### src/rtl/core/assert_macros.svh
// Assertion macros shared by the patch evaluator RTL.
// Needs signals named clock and reset in the including module.
`ifndef ASSERT_MACROS_SVH
`define ASSERT_MACROS_SVH

// Checked only outside reset.
`define BBPE_CHECK(name, prop) \
   name: assert property (@(posedge clock) disable iff (reset) prop) \
      else $error("patch evaluator check failed");

// Checked at every edge, reset included.
`define BBPE_CHECK_ALWAYS(name, prop) \
   name: assert property (@(posedge clock) prop) \
      else $error("patch evaluator reset check failed");

`endif

### src/rtl/core/bbpe_pkg.sv
// Shared types, widths, codes and index tables of the patch evaluator.
// No dependencies.
`timescale 1ns / 1ps
`default_nettype none

package bbpe_pkg;

   localparam int COORD_WIDTH = 32;
   localparam int FRAC        = 15;
   localparam int PARAM_W     = 16;
   localparam int COORD_FRAC  = 16;
   localparam int NUM_POINTS  = 16;
   localparam int NUM_EDGE    = 12;

   localparam int ONE   = 1 << FRAC;
   localparam int RND   = 1 << (FRAC - 1);
   localparam int TW    = FRAC + 1;
   localparam int BW    = TW + 1;
   localparam int DW    = TW + 4;
   localparam int WW    = DW + BW + 1;
   localparam int PW    = COORD_WIDTH + WW;
   localparam int AW    = PW + 4;
   localparam int SW    = AW - 2 * FRAC;
   localparam int HALF  = SW / 2;
   localparam int OUT_W = 64;

   localparam logic [1:0] KIND_LOAD   = 2'd0;
   localparam logic [1:0] KIND_POS    = 2'd1;
   localparam logic [1:0] KIND_NORM   = 2'd2;
   localparam logic [1:0] KIND_UNUSED = 2'd3;

   localparam logic RES_POS  = 1'b0;
   localparam logic RES_NORM = 1'b1;

   typedef enum logic [1:0] {OP_LOAD, OP_POS, OP_NORM} op_type;

   typedef logic [3:0] idx_type;
   typedef logic signed [COORD_WIDTH-1:0] coord_type;

   // Grid position (row over v, column over u) to control point slot.
   localparam idx_type GRID_IDX [4][4] = '{
      '{4'd0, 4'd11, 4'd10, 4'd3},
      '{4'd4, 4'd12, 4'd15, 4'd9},
      '{4'd5, 4'd13, 4'd14, 4'd8},
      '{4'd1, 4'd6,  4'd7,  4'd2}
   };

   // Interior slot, first tangent, second tangent, corner.
   localparam idx_type INNER_SRC [4][4] = '{
      '{4'd12, 4'd11, 4'd4,  4'd0},
      '{4'd13, 4'd5,  4'd6,  4'd1},
      '{4'd14, 4'd7,  4'd8,  4'd2},
      '{4'd15, 4'd9,  4'd10, 4'd3}
   };

   typedef struct packed {
      idx_type   index;
      coord_type x;
      coord_type y;
      coord_type z;
   } load_type;

   typedef struct packed {
      logic     en;
      load_type data;
   } write_type;

   typedef struct packed {
      logic [3:0][BW-1:0] b;
      logic [3:0][DW-1:0] d;
   } basis_type;

endpackage

`default_nettype wire

### src/rtl/core/bbpe_basis.sv
// Two-stage Bernstein basis and derivative generator for one parameter.
// Uses bbpe_pkg.
`timescale 1ns / 1ps
`default_nettype none

module bbpe_basis (
   input  wire logic                          clock,
   input  wire logic                          adv,
   input  wire logic [bbpe_pkg::PARAM_W-1:0]  t_raw,
   output bbpe_pkg::basis_type                basis
);

   localparam int TW   = bbpe_pkg::TW;
   localparam int BW   = bbpe_pkg::BW;
   localparam int DW   = bbpe_pkg::DW;
   localparam int FRAC = bbpe_pkg::FRAC;

   logic [TW-1:0]     tc;
   logic [TW-1:0]     sc;
   logic [2*TW-1:0]   tt_sum;
   logic [2*TW-1:0]   ss_sum;
   logic [TW-1:0]     t_ff, s_ff, t2_ff, s2_ff;
   logic [2*TW-1:0]   e0, e3, ts, t2s;
   logic [2*TW+1:0]   e1, e2;
   bbpe_pkg::basis_type basis_in, basis_ff;

   // Stage one: clamp, complement and squares.
   always_comb begin
      if (t_raw > bbpe_pkg::PARAM_W'(bbpe_pkg::ONE)) begin
         tc = TW'(bbpe_pkg::ONE);
      end else begin
         tc = t_raw[TW-1:0];
      end
      sc     = TW'(bbpe_pkg::ONE) - tc;
      tt_sum = tc * tc + (2*TW)'(bbpe_pkg::RND);
      ss_sum = sc * sc + (2*TW)'(bbpe_pkg::RND);
   end

   always_ff @(posedge clock) begin
      if (adv) begin
         t_ff  <= tc;
         s_ff  <= sc;
         t2_ff <= tt_sum[FRAC+TW-1:FRAC];
         s2_ff <= ss_sum[FRAC+TW-1:FRAC];
      end
   end

   // Stage two: cubic weights and their derivatives.
   always_comb begin
      ts  = t_ff * s2_ff;
      t2s = t2_ff * s_ff;
      e0  = s2_ff * s_ff + (2*TW)'(bbpe_pkg::RND);
      e3  = t2_ff * t_ff + (2*TW)'(bbpe_pkg::RND);
      e1  = {1'b0, ts, 1'b0} + {2'b00, ts} + (2*TW+2)'(bbpe_pkg::RND);
      e2  = {1'b0, t2s, 1'b0} + {2'b00, t2s} + (2*TW+2)'(bbpe_pkg::RND);
      basis_in.b[0] = e0[FRAC+BW-2:FRAC-1] >> 1;
      basis_in.b[1] = e1[FRAC+BW-1:FRAC];
      basis_in.b[2] = e2[FRAC+BW-1:FRAC];
      basis_in.b[3] = e3[FRAC+BW-2:FRAC-1] >> 1;
      basis_in.d[0] = DW'(0) - DW'(3) * DW'(s2_ff);
      basis_in.d[1] = DW'(9) * DW'(t2_ff) + DW'(3 * bbpe_pkg::ONE)
                      - DW'(12) * DW'(t_ff);
      basis_in.d[2] = DW'(6) * DW'(t_ff) - DW'(9) * DW'(t2_ff);
      basis_in.d[3] = DW'(3) * DW'(t2_ff);
   end

   always_ff @(posedge clock) begin
      if (adv) begin
         basis_ff <= basis_in;
      end
   end

   assign basis = basis_ff;

endmodule

`default_nettype wire

### config.mk
export PLATFORM = sky130hd
export DESIGN_NAME = bbpe_basis
export DESIGN_NICKNAME = d
export VERILOG_FILES = /design/src/rtl/core/assert_macros.svh /design/src/rtl/core/bbpe_pkg.sv /design/src/rtl/core/bbpe_basis.sv
export SDC_FILE = /design/constraint.sdc
export NUM_CORES = 2
export LEC_CHECK = 0
export BUFFER_PORTS_ARGS = -buffer_cell sky130_fd_sc_hd__buf_2
export CORE_ASPECT_RATIO = 2
export CORE_MARGIN = 2
export CORE_UTILIZATION = 60
export DETAILED_ROUTE_END_ITERATION = 6
export GPL_ROUTABILITY_DRIVEN = 0
export PLACE_DENSITY = 0.77
export SETUP_SLACK_MARGIN = 0.2
export SYNTH_ARGS = -nofsm -noshare
export SYNTH_HDL_FRONTEND = slang
export SYNTH_SLANG_ARGS = --single-unit
### constraint.sdc
create_clock -name clock -period 12.57 [get_ports clock]
set_clock_uncertainty 0.05 [all_clocks]
set_input_delay 2.514 -clock clock [delete_from_list [all_inputs] [get_ports clock]]
set_output_delay 2.514 -clock clock [all_outputs]
set_load 0.02 [all_outputs]
# Yosys cells after proc, flatten, opt, wreduce, memory -nomap -nowiden
# Index checks and enable logic that the tools add are counted.
# word_totals
ff_bits	208
input_bits	18
output_inout_bits	148
wordCells	38
# op_classes
addsub	13
n_mul	11
order_cmp	1
muxes	1
# op_table
cell	n
$add A31 B15 Y31 const B	4
$mul A16 B16 Y31	4
$mul A2 B16 Y18 const A	4
$add A32 B15 Y32 const B	2
$add A32 B32 Y32	2
$mul A16 B16 Y32	2
$add A20 B17 Y20 const B	1
$mul A4 B16 Y20 const A	1
$sub A19 B20 Y20	1
$sub A20 B20 Y20	1
$sub A1 B18 Y19 const A	1
$gt A16 B16 Y1 const B	1
$mux W16	1
$sub A16 B16 Y16 const A	1

# Depth between registers and ports, before layout
# logic_depth
depth_word	5
depth_mapped	36
ltp_nobuf	34

# Worst setup path after synthesis
# No wires, ideal clock.
# synth_path
path_type	input to register
start	input port t_raw[15] in the netlist's numbering
end	register s2_ff[8] (data pin)
setup_ns	0.258
arrival_time_ns	9.718
required_ns	12.262
slack_ns	2.545
cell_stages	29
path_buffers	2
path_cell_list	clkbuf_1 nor2b_1 clkbuf_1 inv_1 ha_1 o21a_1 o21a_1 xnor2_1 clkinv_1 nor2_1 inv_1 fa_1 fa_1 fa_1 fa_1 inv_1 fa_1 fa_1 ha_1 nand3_1 o221ai_1 a21o_1 a221oi_1 a21oi_1 a21bo_2 a21o_1 a21o_1 a21oi_1 xnor2_1
# synth_via
elab_chain_len	5
# synth_lines
element	line	rtl
from (decl)	bbpe_basis.sv:9	input wire logic [bbpe_pkg::PARAM_W-1:0] t_raw,
$gt A16 B16 Y1	bbpe_basis.sv:29	if (t_raw > bbpe_pkg::PARAM_W'(bbpe_pkg::ONE)) begin
$mux W16	bbpe_basis.sv:29	
net tc[1]	bbpe_basis.sv:18	logic [TW-1:0] tc;
$sub A16 B16 Y16	bbpe_basis.sv:34	sc = TW'(bbpe_pkg::ONE) - tc;
net sc[10]	bbpe_basis.sv:19	logic [TW-1:0] sc;
$mul A16 B16 Y31	bbpe_basis.sv:36	ss_sum = sc * sc + (2*TW)'(bbpe_pkg::RND);
$add A31 B15 Y31	bbpe_basis.sv:36	
net ss_sum[23]	bbpe_basis.sv:21	logic [2*TW-1:0] ss_sum;
to (signal assigned)	bbpe_basis.sv:44	s2_ff <= ss_sum[FRAC+TW-1:FRAC];
to (decl)	bbpe_basis.sv:22	logic [TW-1:0] t_ff, s_ff, t2_ff, s2_ff;
# The timed path passes the listed nets, and every way through them passes these cells.
# A chain may end at the register's enable or synchronous reset.

# Worst setup path after layout
# layout_path
start	input port t_raw[7] in the netlist's numbering
end	register s2_ff[13] (data pin)
# layout_via
elab_chain_len	5
# layout_lines
element	line
$gt A16 B16 Y1	bbpe_basis.sv:29
$mux W16 *	bbpe_basis.sv:29
$sub A16 B16 Y16 *	bbpe_basis.sv:34
$mul A16 B16 Y31 *	bbpe_basis.sv:36
$add A31 B15 Y31 *	bbpe_basis.sv:36
net ss_sum[28]	bbpe_basis.sv:21
# The timed path passes the listed nets; every way through them passes the cells marked *.

==> load_flow_metrics.sql <==
INSERT INTO impl_metrics (metric_group, metric, value, unit) VALUES
('global_route', 'first_global_vias', '50473', ''),
('route', 'drt_first_iter_violations', '2466', ''),
('clock_network', 'ctsHoldBuffers', '0', ''),
('global_route', 'grt_pass1_wl', '258', 'mm'),
('synth', 'main_flop_type_after_synthesis', 'sky130_fd_sc_hd__edfxtp_1', ''),
('die', 'pin_count', '166', ''),
('layout', 'area.sequential', '6130', 'µm²'),
('setup_path', 'cp.required', '12.87', 'ns'),
('setup_path', 'worst_setup_path_end_kind', 'register', ''),
('min_path', 'hold_path_class', 'register to register', ''),
('layout', 'multiInputGateArea', '47400', 'µm²'),
('timing', 'rsz0062_at_grt', 'no', ''),
('clock_network', 'cts_num_sinks', '204', ''),
('die', 'start_util', '0.605', ''),
('route', 'wl_per_cell', '20.3', 'µm'),
('synth', 'netlist_area', '60300', 'µm²'),
('setup_path', 'worst-path-max-fanout', '13', ''),
('setup_path', 'cpMaxStageDelayCell', 'sky130_fd_sc_hd__a221oi_1', ''),
('global_route', 'global_route.usage.total', '0.323', ''),
('flow_run', 'max_cap_viol_count', '0', ''),
('die', 'die_h', '452', 'µm'),
('setup_path', 'timing.critical_path.mode_cell', 'sky130_fd_sc_hd__fa_1', ''),
('synth', 'synth_top_area_cell', 'sky130_fd_sc_hd__fa_1', ''),
('setup_path', 'startpoint_type', 'primary input', ''),
('synth', 'synth.avg_cell_area', '9.18', 'µm²'),
('clock_network', 'post_cts_buffers', '0', ''),
('synth', 'synth_edf_count', '204', ''),
('synth', 'share_of_the_synthesized_area_in_the_top_cell_type', '0.367', ''),
('route', 'drt.antenna.violating_nets', '0', ''),
('die', 'core-area', '99700', 'µm²'),
('synth', 'ys_warn_count', '0', ''),
('placed_design', 'dp_hpwl', '131', 'mm'),
('timing', 'final-setup-viol-count', '0', ''),
('synth', 'synth-seq-area-share', '0.102', ''),
('synth', 'synth_async_sr_flop_share', '0', ''),
('timing', 'timing.fmax', '0.0939', 'GHz'),
('synth', 'syn_inst', '6567', ''),
('timing', 'pins_over_slew_limit', '0', ''),
('timing', 'worst_slew_pin_slew', '1.12', 'ns'),
('timing', 'timing_hold_violations_final', '0', ''),
('layout', 'final_cells', '7981', ''),
('timing', 'finalCritPeriodShare', '0.848', ''),
('placed_design', 'post-place-cells', '7933', ''),
('setup_path', 'cp_slowest_stage_delay', '0.69', 'ns'),
('clock_network', 'path_clk_slew', '0.07', 'ns'),
('synth', 'ys_types', '75', ''),
('die', 'die_x', '228', 'µm'),
('timing', 'layout_min_cycle_time', '10.65', 'ns'),
('clock_network', 'h-tree-depth', '1', ''),
('global_route', 'global_route.overflow_total', '0', ''),
('layout', 'syn2layout_area_growth', '5.14', '%'),
('global_route', 'initial_antenna_violation_count', '6', ''),
('clock_network', 'cts_buffers', '24', ''),
('route', 'drt_first_pass_iters', '6', ''),
('timing', 'timing.slew.headroom', '0.246', ''),
('route', 'number_of_design_rule_violations_left_after_detail_routing', '0', ''),
('run_status', 'run_status', 'complete, no violations', ''),
('setup_path', 'worstPathArrival', '10.96', 'ns'),
('setup_path', 'setup.worst_path.class', 'primary input to register', ''),
('global_route', 'grt_start_max_net_pins', '97', ''),
('synth', 'netlist_top_cells_area', 'sky130_fd_sc_hd__fa_1 37%, sky130_fd_sc_hd__ha_1 18%, sky130_fd_sc_hd__edfxtp_1 10%', ''),
('route', 'via_per_inst', '5.70', ''),
('clock_network', 'later_pin_clock_latency_in_the_skew_report', '0.62', 'ns'),
('route', 'vias', '45524', ''),
('clock_network', 'clk_root_buffer_cell', 'sky130_fd_sc_hd__clkbuf_16', ''),
('layout', 'post_route_cells_drive_above_1_share', '0.0465', ''),
('die', 'die-area', '103000', 'µm²'),
('placed_design', 'port_buffers', '161', ''),
('layout', 'layout_nets', '8641', ''),
('layout', 'fillCellCount', '8334', ''),
('timing', 'timing.setup.tns', '0', 'ns'),
('synth', 'synth.ff_latch_count', '204', ''),
('route', 'detail_route.wirelength', '162', 'mm'),
('die', 'rows', '164', ''),
('clock_network', 'cts_repair_resized_insts', '0', ''),
('clock_network', 'cts_tree', 'done', ''),
('clock_network', 'cts.path.max_buffers', '3', '');
==> per-layer routing <==
| layer | wire, µm | share of wire | up-vias | track usage |
|---|---|---|---|---|
| met5 | 13 | 0.000080 | - | 0 |
| met4 | 18800 | 0.12 | 2 | 0.305 |
| met3 | 9010 | 0.056 | 841 | 0.0404 |
| met2 | 84800 | 0.52 | 1810 | 0.599 |
| met1 | 49500 | 0.31 | 22763 | 0.305 |
| li1 | - | - | 20108 | - |
==> final timing paths <==
path             from         end  slack [ns]  depth (start not counted)
min reg2reg  t2_ff[0]   basis[20]        0.81                          1
max reg2reg  s2_ff[5]  basis[111]        2.67                         28
min          t2_ff[0]   basis[20]        0.81                          1
max          t_raw[7]   s2_ff[13]        1.92                         29
==> per-stage QoR <==
stage	util	area, µm²	setup WS, ns	hold WS [ns]
2_1_floorplan	-	60400	2.54	0.402
3_3_place_gp	0.628	62600	1.56	0.755
3_5_place_dp	0.628	62600	1.41	0.752
4_1_cts	0.636	63400	2.02	0.809
5_1_grt	0.636	63400	1.34	0.797
6_report	0.636	63400	1.92	0.805
==> kinds of logic (layout without fill, tap and decap cells) <==
| group | count (synthesis) | after routing | share of synthesized area |
|---|---|---|---|
| multiplexers | 6 | 6 | 0.00104 |
| buffers and inverters | 1835 | 1881 | 0.115 |
| XOR/XNOR | 249 | 249 | 0.0369 |
| other | 2 | 42 | 0.000125 |
| flip-flops | 204 | 204 | 0.102 |
| adder cells (fa/ha/maj) | 1992 | 1992 | 0.551 |
| AO/OA/AOI/OAI | 539 | 539 | 0.0583 |
| AND/OR/NAND/NOR | 1740 | 1740 | 0.137 |
==> worst max-delay path: cells and delay by family <==
family | cells | cell delay (ns)
AOI/OAI and AO/OA | 8 | 2.14
buffers and inverters | 4 | 0.75
adders and majority gates | 7 | 3.25
xor gates and xnor gates | 2 | 0.48
and+or+nand+nor | 8 | 1.78
==> cells in the mapped netlist, types with 8 or more instances <==
library cell / instances
sky130_fd_sc_hd__nor3_1: 57
sky130_fd_sc_hd__nand4_1: 17
sky130_fd_sc_hd__nor2b_1: 49
sky130_fd_sc_hd__o21bai_1: 19
sky130_fd_sc_hd__ha_1: 888
sky130_fd_sc_hd__nand2_1: 777
sky130_fd_sc_hd__o21a_1: 45
sky130_fd_sc_hd__o41ai_1: 8
sky130_fd_sc_hd__o21ai_0: 96
sky130_fd_sc_hd__a211oi_1: 15
sky130_fd_sc_hd__a31oi_1: 11
sky130_fd_sc_hd__xor2_1: 70
sky130_fd_sc_hd__or3_1: 13
sky130_fd_sc_hd__and2_1: 443
sky130_fd_sc_hd__o211ai_1: 15
sky130_fd_sc_hd__a21oi_1: 165
sky130_fd_sc_hd__fa_1: 1104
sky130_fd_sc_hd__xnor2_1: 176
sky130_fd_sc_hd__nand2b_1: 29
sky130_fd_sc_hd__nor2_1: 233
sky130_fd_sc_hd__a21o_1: 76
sky130_fd_sc_hd__edfxtp_1: 204
sky130_fd_sc_hd__nand3_1: 59
sky130_fd_sc_hd__clkbuf_1: 232
sky130_fd_sc_hd__inv_1: 1580
sky130_fd_sc_hd__and3_1: 36
sky130_fd_sc_hd__clkinv_1: 10
==> layout by cell type, fill, tap and decap left out, drive strengths merged, types with 7 or more instances in the layout <==
cell    count
nor2b      49
o21ai     100
a31oi      11
conb       37
nand2b     29
nand2     777
buf       248
o21a       45
o211ai     16
and2      443
ha        888
or3        13
fa       1104
xor2       70
nand4      17
o41ai       9
nor3       57
nor2      233
and3       36
nand3      59
edfxtp    204
o21bai     19
xnor2     176
a21o       76
or2         7
a211oi     16
a21oi     166
inv      1582
clkinv     18
clkbuf     28
==> sequential cells by signal (all words and copies together), names as in the netlist <==
register / flops
basis: 141
t_ff: 16
t2_ff: 16
s2_ff: 16
s_ff: 15
==> area by class of cell <==
type,instances,area share
repair buffers,248,0.0232
inverters,1590,0.0941
well taps,1328,0.0262
flip-flops and latches,204,0.0966
clock inverters,15,0.00245
clock buffers,28,0.00971
multi-input cells,4563,0.747
diodes,5,0.000197
Power is left out: the tool's default activity adds up to more than one toggle a clock period on the data nets, which glitch-free logic cannot reach.
