===== config.mk =====
export PLATFORM = sky130hd
export DESIGN_NAME = bbpe_ctrl
export DESIGN_NICKNAME = d
export VERILOG_FILES = /design/src/rtl/core/assert_macros.svh /design/src/rtl/core/bbpe_pkg.sv /design/src/rtl/core/bbpe_ctrl.sv
export SDC_FILE = /design/constraint.sdc
export NUM_CORES = 2
export LEC_CHECK = 0
export BUFFER_PORTS_ARGS = -buffer_cell sky130_fd_sc_hd__buf_2
export CAP_MARGIN = 20
export CELL_PAD_IN_SITES_DETAIL_PLACEMENT = 1
export CELL_PAD_IN_SITES_GLOBAL_PLACEMENT = 2
export CORE_AREA = 2 2 632 634
export CTS_CLUSTER_SIZE = 24
export DETAILED_ROUTE_END_ITERATION = 7
export DIE_AREA = 0 0 634 636
export MAX_ROUTING_LAYER = met4
export PLACE_DENSITY = 0.69
export SLEW_MARGIN = 20
export SYNTH_ARGS = -nofsm -noshare
export SYNTH_HDL_FRONTEND = slang
export SYNTH_SLANG_ARGS = --single-unit

===== constraint.sdc =====
create_clock -name clock -period 8.25 [get_ports clock]
set_input_delay 1.2375 -clock clock [delete_from_list [all_inputs] [get_ports clock]]
set_output_delay 1.2375 -clock clock [all_outputs]
set_load 0.005 [all_outputs]

===== src/rtl/core/assert_macros.svh =====
// Assertion macros shared by the patch evaluator RTL.
// Needs signals named clock and reset in the including module.
`ifndef ASSERT_MACROS_SVH
`define ASSERT_MACROS_SVH

// Checked only outside reset.
`define BBPE_CHECK(name, prop) \
   name: assert property (@(posedge clock) disable iff (reset) prop) \
      else $error("patch evaluator check failed");

// Checked at every edge, reset included.
`define BBPE_CHECK_ALWAYS(name, prop) \
   name: assert property (@(posedge clock) prop) \
      else $error("patch evaluator reset check failed");

`endif


===== src/rtl/core/bbpe_pkg.sv =====
// Shared types, widths, codes and index tables of the patch evaluator.
// No dependencies.
`timescale 1ns / 1ps
`default_nettype none

package bbpe_pkg;

   localparam int COORD_WIDTH = 32;
   localparam int FRAC        = 15;
   localparam int PARAM_W     = 16;
   localparam int COORD_FRAC  = 16;
   localparam int NUM_POINTS  = 16;
   localparam int NUM_EDGE    = 12;

   localparam int ONE   = 1 << FRAC;
   localparam int RND   = 1 << (FRAC - 1);
   localparam int TW    = FRAC + 1;
   localparam int BW    = TW + 1;
   localparam int DW    = TW + 4;
   localparam int WW    = DW + BW + 1;
   localparam int PW    = COORD_WIDTH + WW;
   localparam int AW    = PW + 4;
   localparam int SW    = AW - 2 * FRAC;
   localparam int HALF  = SW / 2;
   localparam int OUT_W = 64;

   localparam logic [1:0] KIND_LOAD   = 2'd0;
   localparam logic [1:0] KIND_POS    = 2'd1;
   localparam logic [1:0] KIND_NORM   = 2'd2;
   localparam logic [1:0] KIND_UNUSED = 2'd3;

   localparam logic RES_POS  = 1'b0;
   localparam logic RES_NORM = 1'b1;

   typedef enum logic [1:0] {OP_LOAD, OP_POS, OP_NORM} op_type;

   typedef logic [3:0] idx_type;
   typedef logic signed [COORD_WIDTH-1:0] coord_type;

   // Grid position (row over v, column over u) to control point slot.
   localparam idx_type GRID_IDX [4][4] = '{
      '{4'd0, 4'd11, 4'd10, 4'd3},
      '{4'd4, 4'd12, 4'd15, 4'd9},
      '{4'd5, 4'd13, 4'd14, 4'd8},
      '{4'd1, 4'd6,  4'd7,  4'd2}
   };

   // Interior slot, first tangent, second tangent, corner.
   localparam idx_type INNER_SRC [4][4] = '{
      '{4'd12, 4'd11, 4'd4,  4'd0},
      '{4'd13, 4'd5,  4'd6,  4'd1},
      '{4'd14, 4'd7,  4'd8,  4'd2},
      '{4'd15, 4'd9,  4'd10, 4'd3}
   };

   typedef struct packed {
      idx_type   index;
      coord_type x;
      coord_type y;
      coord_type z;
   } load_type;

   typedef struct packed {
      logic     en;
      load_type data;
   } write_type;

   typedef struct packed {
      logic [3:0][BW-1:0] b;
      logic [3:0][DW-1:0] d;
   } basis_type;

endpackage

`default_nettype wire


===== src/rtl/core/bbpe_ctrl.sv =====
// Control point store: 16 points per axis, with interior points rebuilt
// on every write. Uses bbpe_pkg.
`timescale 1ns / 1ps
`default_nettype none

module bbpe_ctrl (
   input  wire logic                 clock,
   input  wire logic                 reset,
   input  wire bbpe_pkg::write_type  wr,
   output bbpe_pkg::coord_type       pts [3][bbpe_pkg::NUM_POINTS]
);

   localparam int CW = bbpe_pkg::COORD_WIDTH;

   bbpe_pkg::coord_type pts_ff [3][bbpe_pkg::NUM_POINTS];
   bbpe_pkg::coord_type pts_in [3][bbpe_pkg::NUM_POINTS];
   logic signed [CW+1:0] mix;

   function automatic bbpe_pkg::coord_type sat_c(input logic signed [CW+1:0] v);
      logic signed [CW+1:0] hi;
      logic signed [CW+1:0] lo;
      hi = (CW+2)'({1'b0, {(CW-1){1'b1}}});
      lo = -hi - (CW+2)'(1);
      if (v > hi) begin
         return hi[CW-1:0];
      end else if (v < lo) begin
         return lo[CW-1:0];
      end
      return v[CW-1:0];
   endfunction

   always_comb begin
      pts_in = pts_ff;
      mix    = '0;
      if (wr.en) begin
         pts_in[0][wr.data.index] = wr.data.x;
         pts_in[1][wr.data.index] = wr.data.y;
         pts_in[2][wr.data.index] = wr.data.z;
         // Each interior is its two neighboring tangents less its corner.
         for (int k = 0; k < 4; k++) begin
            for (int a = 0; a < 3; a++) begin
               mix = (CW+2)'(pts_in[a][bbpe_pkg::INNER_SRC[k][1]])
                     + (CW+2)'(pts_in[a][bbpe_pkg::INNER_SRC[k][2]])
                     - (CW+2)'(pts_in[a][bbpe_pkg::INNER_SRC[k][3]]);
               pts_in[a][bbpe_pkg::INNER_SRC[k][0]] = sat_c(mix);
            end
         end
      end
   end

   always_ff @(posedge clock) begin
      if (reset) begin
         for (int a = 0; a < 3; a++) begin
            for (int i = 0; i < bbpe_pkg::NUM_POINTS; i++) begin
               pts_ff[a][i] <= '0;
            end
         end
      end else begin
         pts_ff <= pts_in;
      end
   end

   assign pts = pts_ff;

endmodule

`default_nettype wire


==> After elaboration in Yosys (flattened, before gate mapping) <==
Index checks and enable logic that the tools add are counted.
{ "word_totals": {"regBits": 1536, "latchBits": 0, "romBits": 0, "wordCells": 177, "output_inout_bits": 1536, "mem_bits_rw": 0, "memories": 0, "in_bits": 103} }
{ "op_classes": {"muxes": 77, "n_eq_ne": 0, "reduce_logical": 1, "n_bitwise": 1, "shift": 0, "n_mul": 0, "div_mod_pow": 0, "order_cmp": 26, "n_addsub": 24} }
{ "ops": {"columns": ["operator", "count"], "rows": [
  ["512-bit bitwise mux", 3],
  ["32-bit 2-to-1 mux", 37],
  ["34-bit by 32-bit > comparator with 1-bit output, second input constant", 12],
  ["34-bit by 32-bit less-than comparator with 1-bit output, second input constant", 12],
  ["33-bit by 32-bit subtractor with 34-bit output", 12],
  ["32-bit by 32-bit adder with 33-bit output", 12],
  ["32-bit demux with 4-bit select", 1],
  ["1-bit 2-to-1 mux", 36],
  ["5-bit >= comparator, second input constant", 1],
  ["5-bit by 1-bit less-than comparator with 1-bit output, second input constant", 1],
  ["4-bit NOT with 5-bit output", 1],
  ["1-bit logical AND", 1]
]} }

==> Logic depth before layout (Yosys ltp) <==
{ "logic_depth": {"word_depth": 13, "mapped_depth": 24, "depth_no_buf": 19} }

==> Least setup slack after synthesis <==
No wires, ideal clock.
{ "synth_path": {"kind": "input-to-reg", "startpoint": "input port wr[99] in the netlist's numbering", "endpoint": "register pts_ff (netlist bit pts[611])", "required_time_ns": 8.185, "cell_stages": 19, "setup_ns": 0.065, "arrival_ns": 6.035, "path_slack_ns": 2.150, "cell_sequence": "nand2b_1 -> nor3_1 -> clkbuf_1 -> clkbuf_1 -> mux2_2 -> fa_1 -> fa_1 -> a211oi_1 -> o211ai_1 -> nand4b_1 -> a21oi_1 -> o21a_1 -> a211o_1 -> a21oi_1 -> xor2_1 -> a21oi_1 -> clkbuf_1 -> o22ai_1 -> nor2_1"} }
{ "synth_between": {"elab_chain_cells": 13} }
{ "synth_lines": {"columns": ["item", "line", "rtl"], "rows": [
  ["from (decl)", "bbpe_ctrl.sv:9", "input wire bbpe_pkg::write_type wr,"],
  ["4-bit NOT with 5-bit output (implied by the code) (*)", "bbpe_ctrl.sv:37", "pts_in[1][wr.data.index] = wr.data.y;"],
  ["5-bit >= comparator (implied by the code) / 5-bit by 1-bit less-than comparator with 1-bit output (equally long branches)", "bbpe_ctrl.sv:37", null],
  ["1-bit logical AND (implied by the code)", "bbpe_ctrl.sv:37", null],
  ["32-bit 2-to-1 mux (implied by the code)", "bbpe_ctrl.sv:37", null],
  ["32-bit demux with 4-bit select (*)", "bbpe_ctrl.sv:37", null],
  ["512-bit bitwise mux (*)", "bbpe_ctrl.sv:37", null],
  ["32-bit by 32-bit adder with 33-bit output", "bbpe_ctrl.sv:43", "+ (CW+2)'(pts_in[a][bbpe_pkg::INNER_SRC[k][2]])"],
  ["33-bit by 32-bit subtractor with 34-bit output (*)", "bbpe_ctrl.sv:44", "- (CW+2)'(pts_in[a][bbpe_pkg::INNER_SRC[k][3]]);"],
  ["34-bit by 32-bit less-than comparator with 1-bit output", "bbpe_ctrl.sv:26", "end else if (v < lo) begin"],
  ["1-bit 2-to-1 mux", "bbpe_ctrl.sv:26", null],
  ["1-bit 2-to-1 mux", "bbpe_ctrl.sv:24", "if (v > hi) begin"],
  ["1-bit 2-to-1 mux", "bbpe_ctrl.sv:35", "if (wr.en) begin"],
  ["32-bit 2-to-1 mux (*)", "bbpe_ctrl.sv:29", "return v[CW-1:0];"],
  ["to (signal assigned)", "bbpe_ctrl.sv:59", "pts_ff <= pts_in;"],
  ["to (decl)", "bbpe_ctrl.sv:15", "bbpe_pkg::coord_type pts_ff [3][bbpe_pkg::NUM_POINTS];"]
]} }
Mark *: on every way between the ends. The rest lies on a longest branch, timed or not. The select of a mux whose other input is x is not followed.
A chain may end at the register's enable or synchronous reset.

==> Final worst setup path <==
{ "layout_path": {"startpoint": "input port wr[96] in the netlist's numbering", "endpoint": "register pts_ff (netlist bit pts[1074])"} }
{ "layout_between": {"elab_chain_cells": 13} }
{ "layout_lines": {"columns": ["item", "line", "rtl"], "rows": [
  ["4-bit NOT with 5-bit output (implied by the code) (*)", "bbpe_ctrl.sv:36", "pts_in[0][wr.data.index] = wr.data.x;"],
  ["5-bit >= comparator (implied by the code) / 5-bit by 1-bit less-than comparator with 1-bit output (equally long branches)", "bbpe_ctrl.sv:36", null],
  ["1-bit logical AND (implied by the code)", "bbpe_ctrl.sv:36", null],
  ["32-bit 2-to-1 mux (implied by the code)", "bbpe_ctrl.sv:36", null],
  ["32-bit demux with 4-bit select (*)", "bbpe_ctrl.sv:36", null],
  ["512-bit bitwise mux (*)", "bbpe_ctrl.sv:36", null],
  ["32-bit by 32-bit adder with 33-bit output", "bbpe_ctrl.sv:43", null],
  ["33-bit by 32-bit subtractor with 34-bit output (*)", "bbpe_ctrl.sv:44", null],
  ["34-bit by 32-bit less-than comparator with 1-bit output", "bbpe_ctrl.sv:26", null],
  ["1-bit 2-to-1 mux", "bbpe_ctrl.sv:26", null],
  ["1-bit 2-to-1 mux", "bbpe_ctrl.sv:24", null],
  ["1-bit 2-to-1 mux", "bbpe_ctrl.sv:35", null],
  ["32-bit 2-to-1 mux (*)", "bbpe_ctrl.sv:29", null]
]} }
Marked as above.

==> run_summary.xml <==
<?xml version="1.0" encoding="UTF-8"?>
<metrics>
  <group name="floorplan">
    <metric name="rows" unit="">232</metric>
    <metric name="initial_core_util" unit="%">23.68</metric>
    <metric name="area_enclosed_by_the_die_boundary" unit="um^2">403200</metric>
    <metric name="design.core.area" unit="um^2">397100</metric>
    <metric name="die_x" unit="um">634</metric>
    <metric name="count_of_boundary_i_o_pins" unit="">1639</metric>
    <metric name="chipHeight" unit="um">636</metric>
  </group>
  <group name="power">
    <metric name="power.share.clock" unit="%">30.0</metric>
    <metric name="p_switching" unit="mW">12.91</metric>
    <metric name="leakage" unit="nW">48.85</metric>
    <metric name="part_of_the_power_in_combinational_logic" unit="%">40.6</metric>
    <metric name="p_seq_share" unit="%">29.4</metric>
    <metric name="p_sw_share" unit="%">40.83</metric>
    <metric name="intPower" unit="mW">18.71</metric>
    <metric name="power.density" unit="nW/um^2">276.7</metric>
    <metric name="irDropWorstVdd" unit="mV">0.1693</metric>
    <metric name="total_power" unit="mW">31.61</metric>
  </group>
  <group name="sta">
    <metric name="hold_viol_final" unit="">0</metric>
    <metric name="max_slew_vio_count" unit="">0</metric>
    <metric name="timing.max_slew.rel_slack" unit="%">21.75</metric>
    <metric name="layout_min_cycle_time" unit="ns">6.400</metric>
    <metric name="timing.final.crit_share" unit="%">77.57</metric>
    <metric name="setup_tns" unit="ns">0</metric>
    <metric name="finalSetupViolations" unit="">0</metric>
    <metric name="finClkSkew" unit="ns">0.06160</metric>
    <metric name="achievable-frequency" unit="MHz">156.3</metric>
    <metric name="worst_slew_pin_slew" unit="ns">1.174</metric>
    <metric name="grt_setup_unrepaired" unit="">false</metric>
  </group>
  <group name="critical_path">
    <metric name="timing.critical_path.required" unit="ns">9.05</metric>
    <metric name="r2r_slack" unit="ns">3.31</metric>
    <metric name="worst_ep_arrival_time" unit="ns">7.20</metric>
    <metric name="worst-setup-path-type" unit="">in -&gt; reg</metric>
    <metric name="crit-reg2reg-launch" unit="">pts[321]</metric>
    <metric name="setup.worst_path.start_class" unit="">input pin</metric>
    <metric name="critical_path.reg2reg.endpoint" unit="">pts[65]</metric>
    <metric name="worst-path-max-fanout" unit="">31</metric>
    <metric name="worstSetupEndpointType" unit="">flop</metric>
    <metric name="rr_worst_depth" unit="">15</metric>
  </group>
  <group name="logic_synthesis">
    <metric name="number_of_enable_flip_flop_cells_after_synthesis" unit="">0</metric>
    <metric name="synth-seq-cells" unit="">1536</metric>
    <metric name="synth_fp_nets" unit="">11720</metric>
    <metric name="synth-adder-area-share" unit="%">13.60</metric>
    <metric name="post_synth_instance_area" unit="um^2">94050</metric>
    <metric name="synth_compound_area_share" unit="%">14.46</metric>
    <metric name="synth_simple_gate_area_share" unit="%">18.74</metric>
    <metric name="synthArstFlopShare" unit="%">0</metric>
    <metric name="post_synth_xor_area_fraction" unit="%">3.027</metric>
    <metric name="synth.yosys.seq_area_share" unit="%">32.69</metric>
    <metric name="post_synth_num_cell_types" unit="">102</metric>
    <metric name="synthMuxAreaShare" unit="%">13.34</metric>
    <metric name="main_synth_ff_type" unit="">sky130_fd_sc_hd__dfxtp_1</metric>
    <metric name="syn_avg_cell_area" unit="um^2">8.689</metric>
    <metric name="postSynthCellCount" unit="">10820</metric>
    <metric name="synth_top_family_by_area" unit="">simple AND/OR/NAND/NOR gates</metric>
    <metric name="yosysWarnings" unit="">0</metric>
  </group>
  <group name="route">
    <metric name="detail_route.wl_per_cell" unit="um">29.28</metric>
    <metric name="avgViaCountPerCell" unit="">5.073</metric>
    <metric name="first_drt_pass_iteration_count" unit="">5</metric>
    <metric name="drt-total-wl" unit="mm">510.6</metric>
    <metric name="drcViolationCount" unit="">0</metric>
    <metric name="drt_first_iter_violations" unit="">6510</metric>
    <metric name="dr_total_vias" unit="">88470</metric>
    <metric name="antenna_left" unit="">0</metric>
  </group>
  <group name="clock_tree">
    <metric name="post-cts-setup-buffers" unit="">0</metric>
    <metric name="ctsHoldBuffers" unit="">0</metric>
    <metric name="numCtsBuffers" unit="">205</metric>
    <metric name="post_cts_resized" unit="">0</metric>
    <metric name="clkSlewWorstSetupHoldPaths" unit="ns">0.06</metric>
    <metric name="clockRootBuffer" unit="">sky130_fd_sc_hd__clkbuf_16</metric>
    <metric name="cts_num_sinks" unit="">1536</metric>
    <metric name="cts_tree" unit="">yes</metric>
    <metric name="clock_tree.htree_level_count" unit="">4</metric>
    <metric name="clockBufferDepth" unit="">4</metric>
    <metric name="clk_latency_worst_skew_pair" unit="ns">0.92</metric>
  </group>
  <group name="global_routing">
    <metric name="grt_antenna_before_repair" unit="">60</metric>
    <metric name="groute.usage.overall" unit="%">24.99</metric>
    <metric name="largest_net_degree_at_the_start_of_global_routing" unit="">196</metric>
    <metric name="first_global_vias" unit="">87560</metric>
    <metric name="grt_overflow_total" unit="">0</metric>
    <metric name="grt_first_pass_wirelength" unit="mm">705.0</metric>
  </group>
  <group name="hold_path">
    <metric name="worst_hold_path_type" unit="">reg -&gt; reg</metric>
    <metric name="hp-start" unit="">pts[58]</metric>
    <metric name="min_delay_path_depth" unit="">2</metric>
    <metric name="worst_hold_path.endpoint" unit="">pts[58]</metric>
  </group>
  <group name="place">
    <metric name="placed_area" unit="um^2">107300</metric>
    <metric name="port_buffers" unit="">1638</metric>
    <metric name="place_congestion" unit="">0.9283</metric>
    <metric name="place.detailed.hpwl" unit="mm">397.3</metric>
    <metric name="placed_cells" unit="">17050</metric>
  </group>
  <group name="run">
    <metric name="timing.max_cap.violations" unit="">0</metric>
  </group>
  <group name="finish">
    <metric name="largest_reg_flops" unit="">1536</metric>
    <metric name="layout-drive-gt1-share" unit="%">24.59</metric>
    <metric name="layoutNonFillerInstCount" unit="">17440</metric>
    <metric name="finish.instance_area" unit="um^2">114300</metric>
    <metric name="layout.nets" unit="">12890</metric>
    <metric name="area.growth.synth_to_final" unit="%">21.51</metric>
    <metric name="share_of_the_core_filled_with_cells" unit="%">28.78</metric>
    <metric name="fill_cells" unit="">46840</metric>
  </group>
  <group name="status">
    <metric name="outcome" unit="">completed</metric>
  </group>
</metrics>
-- power groups by stage --
stage,clock [mW],combinational [mW],sequential [mW]
finish,9.49,12.8,9.29
global route,9.97,14.0,9.37
CTS,9.72,12.8,9.27
detailed placement,0,12.7,9.42
global placement,0,12.7,9.42
floorplan,0,7.96,9.16
-- logic make-up (layout without fill, tap and decap cells) --
logic type | after synthesis | count (layout)
compound gates | 1905 | 1905
xor+xnor | 325 | 325
fa+ha+maj | 792 | 792
buf+inv | 982 | 2316
flops | 1536 | 1536
mux | 1160 | 1160
other cells | 0 | 18
simple gates | 4124 | 4124
-- area by class of cell --
| class | instances | area [um^2] | area share, % |
|---|---|---|---|
| Antenna cell | 18 | 45.04 | 0.03942 |
| Sequential cell | 1536 | 30750 | 26.91 |
| Multi-Input combinational cell | 8306 | 59500 | 52.07 |
| Tap cell | 5265 | 6588 | 5.765 |
| Clock inverter | 79 | 1062 | 0.9296 |
| Clock buffer | 292 | 5848 | 5.118 |
| Timing Repair Buffer | 1780 | 9857 | 8.626 |
| Inverter | 165 | 626.9 | 0.5485 |
-- per-layer routing --
metal	wire length, um	vias up	global-route usage (%)
li1	-	40410	-
met1	213900	44580	30.72
met2	229700	2757	38.50
met3	36500	725	5.485
met4	30560	0	12.37
met5	0	-	-
-- how the worst max path moves through the flow --
stage	startpoint	cells after the start	to
6_report	wr[96]	22	pts[1074]
5_1_grt	wr[96]	19	pts[62]
4_1_cts	wr[96]	22	pts[1074]
3_5_place_dp	wr[96]	22	pts[1074]
3_3_place_gp	wr[96]	19	pts[62]
2_1_floorplan	wr[99]	19	pts[611]
-- placed cells by master, fill, tap and decap left out, types with 40 or more instances in the layout --
cell type and count:
sky130_fd_sc_hd__nand3_1 79, sky130_fd_sc_hd__o22ai_1 47, sky130_fd_sc_hd__o21a_1 44, sky130_fd_sc_hd__clkbuf_1 49, sky130_fd_sc_hd__dfxtp_1 1536, sky130_fd_sc_hd__nor2_1 2485
sky130_fd_sc_hd__nand4_1 41, sky130_fd_sc_hd__fa_1 384, sky130_fd_sc_hd__o21bai_1 44, sky130_fd_sc_hd__ha_1 408, sky130_fd_sc_hd__o32ai_1 91, sky130_fd_sc_hd__a211oi_1 642
sky130_fd_sc_hd__nand2b_1 65, sky130_fd_sc_hd__or3_1 88, sky130_fd_sc_hd__xnor2_1 191, sky130_fd_sc_hd__a211oi_2 42, sky130_fd_sc_hd__buf_12 47, sky130_fd_sc_hd__a31oi_1 46
sky130_fd_sc_hd__nand2_1 355, sky130_fd_sc_hd__and3_1 40, sky130_fd_sc_hd__xor2_1 134, sky130_fd_sc_hd__mux2_2 744, sky130_fd_sc_hd__o21ai_0 177, sky130_fd_sc_hd__nor3_1 820
sky130_fd_sc_hd__clkbuf_16 206, sky130_fd_sc_hd__a21oi_1 344, sky130_fd_sc_hd__o211ai_1 45, sky130_fd_sc_hd__mux2i_1 416, sky130_fd_sc_hd__nor2b_1 40, sky130_fd_sc_hd__buf_2 1636
sky130_fd_sc_hd__buf_4 97, sky130_fd_sc_hd__a21o_1 188, sky130_fd_sc_hd__inv_1 163
-- critical path, stage by stage --
cell,delay (ns)
sky130_fd_sc_hd__buf_2,0.14
sky130_fd_sc_hd__nand2b_1,0.26
sky130_fd_sc_hd__nor3_2,0.54
sky130_fd_sc_hd__buf_12,0.30
sky130_fd_sc_hd__buf_12,0.27
sky130_fd_sc_hd__mux2_2,0.41
sky130_fd_sc_hd__ha_1,0.28
sky130_fd_sc_hd__inv_1,0.04
sky130_fd_sc_hd__ha_1,0.21
sky130_fd_sc_hd__fa_1,0.50
sky130_fd_sc_hd__a211oi_1,0.26
sky130_fd_sc_hd__o21ai_1,0.18
sky130_fd_sc_hd__o21bai_1,0.25
sky130_fd_sc_hd__a21oi_1,0.14
sky130_fd_sc_hd__o21a_2,0.27
sky130_fd_sc_hd__a21boi_1,0.32
sky130_fd_sc_hd__o211ai_1,0.15
sky130_fd_sc_hd__xnor2_1,0.14
sky130_fd_sc_hd__and3_1,0.18
sky130_fd_sc_hd__o31a_1,0.29
sky130_fd_sc_hd__buf_4,0.26
sky130_fd_sc_hd__a211oi_1,0.31
-- cell usage after synthesis, drive strengths merged (13+ instances only) --
master | n | area share, %
mux2i | 416 | 4.4
o32ai | 92 | 0.86
a211oi | 684 | 5.7
nor2 | 2494 | 10
xor2 | 134 | 1.2
nand2b | 65 | 0.43
o21ai | 198 | 1.1
or3 | 88 | 0.59
o22ai | 48 | 0.33
clkbuf | 707 | 2.8
o21a | 45 | 0.36
o21bai | 44 | 0.35
and2 | 22 | 0.15
ha | 408 | 5.4
and3 | 40 | 0.27
buf | 110 | 0.66
fa | 384 | 8.2
a211o | 13 | 0.12
nor2b | 40 | 0.27
dfxtp | 1536 | 33
a21o | 190 | 1.5
nand4 | 41 | 0.27
a21oi | 348 | 1.9
o31ai | 25 | 0.30
xnor2 | 191 | 1.8
nand2 | 366 | 1.5
mux2 | 744 | 8.9
nand3 | 81 | 0.44
inv | 165 | 0.66
o211ai | 47 | 0.39
a21boi | 13 | 0.10
nor3 | 826 | 4.4
a31oi | 50 | 0.38
-- per-stage QoR --
stage,setup WS (ns),hold slack (ns)
after floorplan,2.150,0.4345
after global placement,0.9862,0.4577
after detailed placement,0.9066,0.4621
after CTS,1.874,0.4717
after global routing,1.420,0.4960
final,1.850,0.4699
Power figures use the tool's default switching activity.
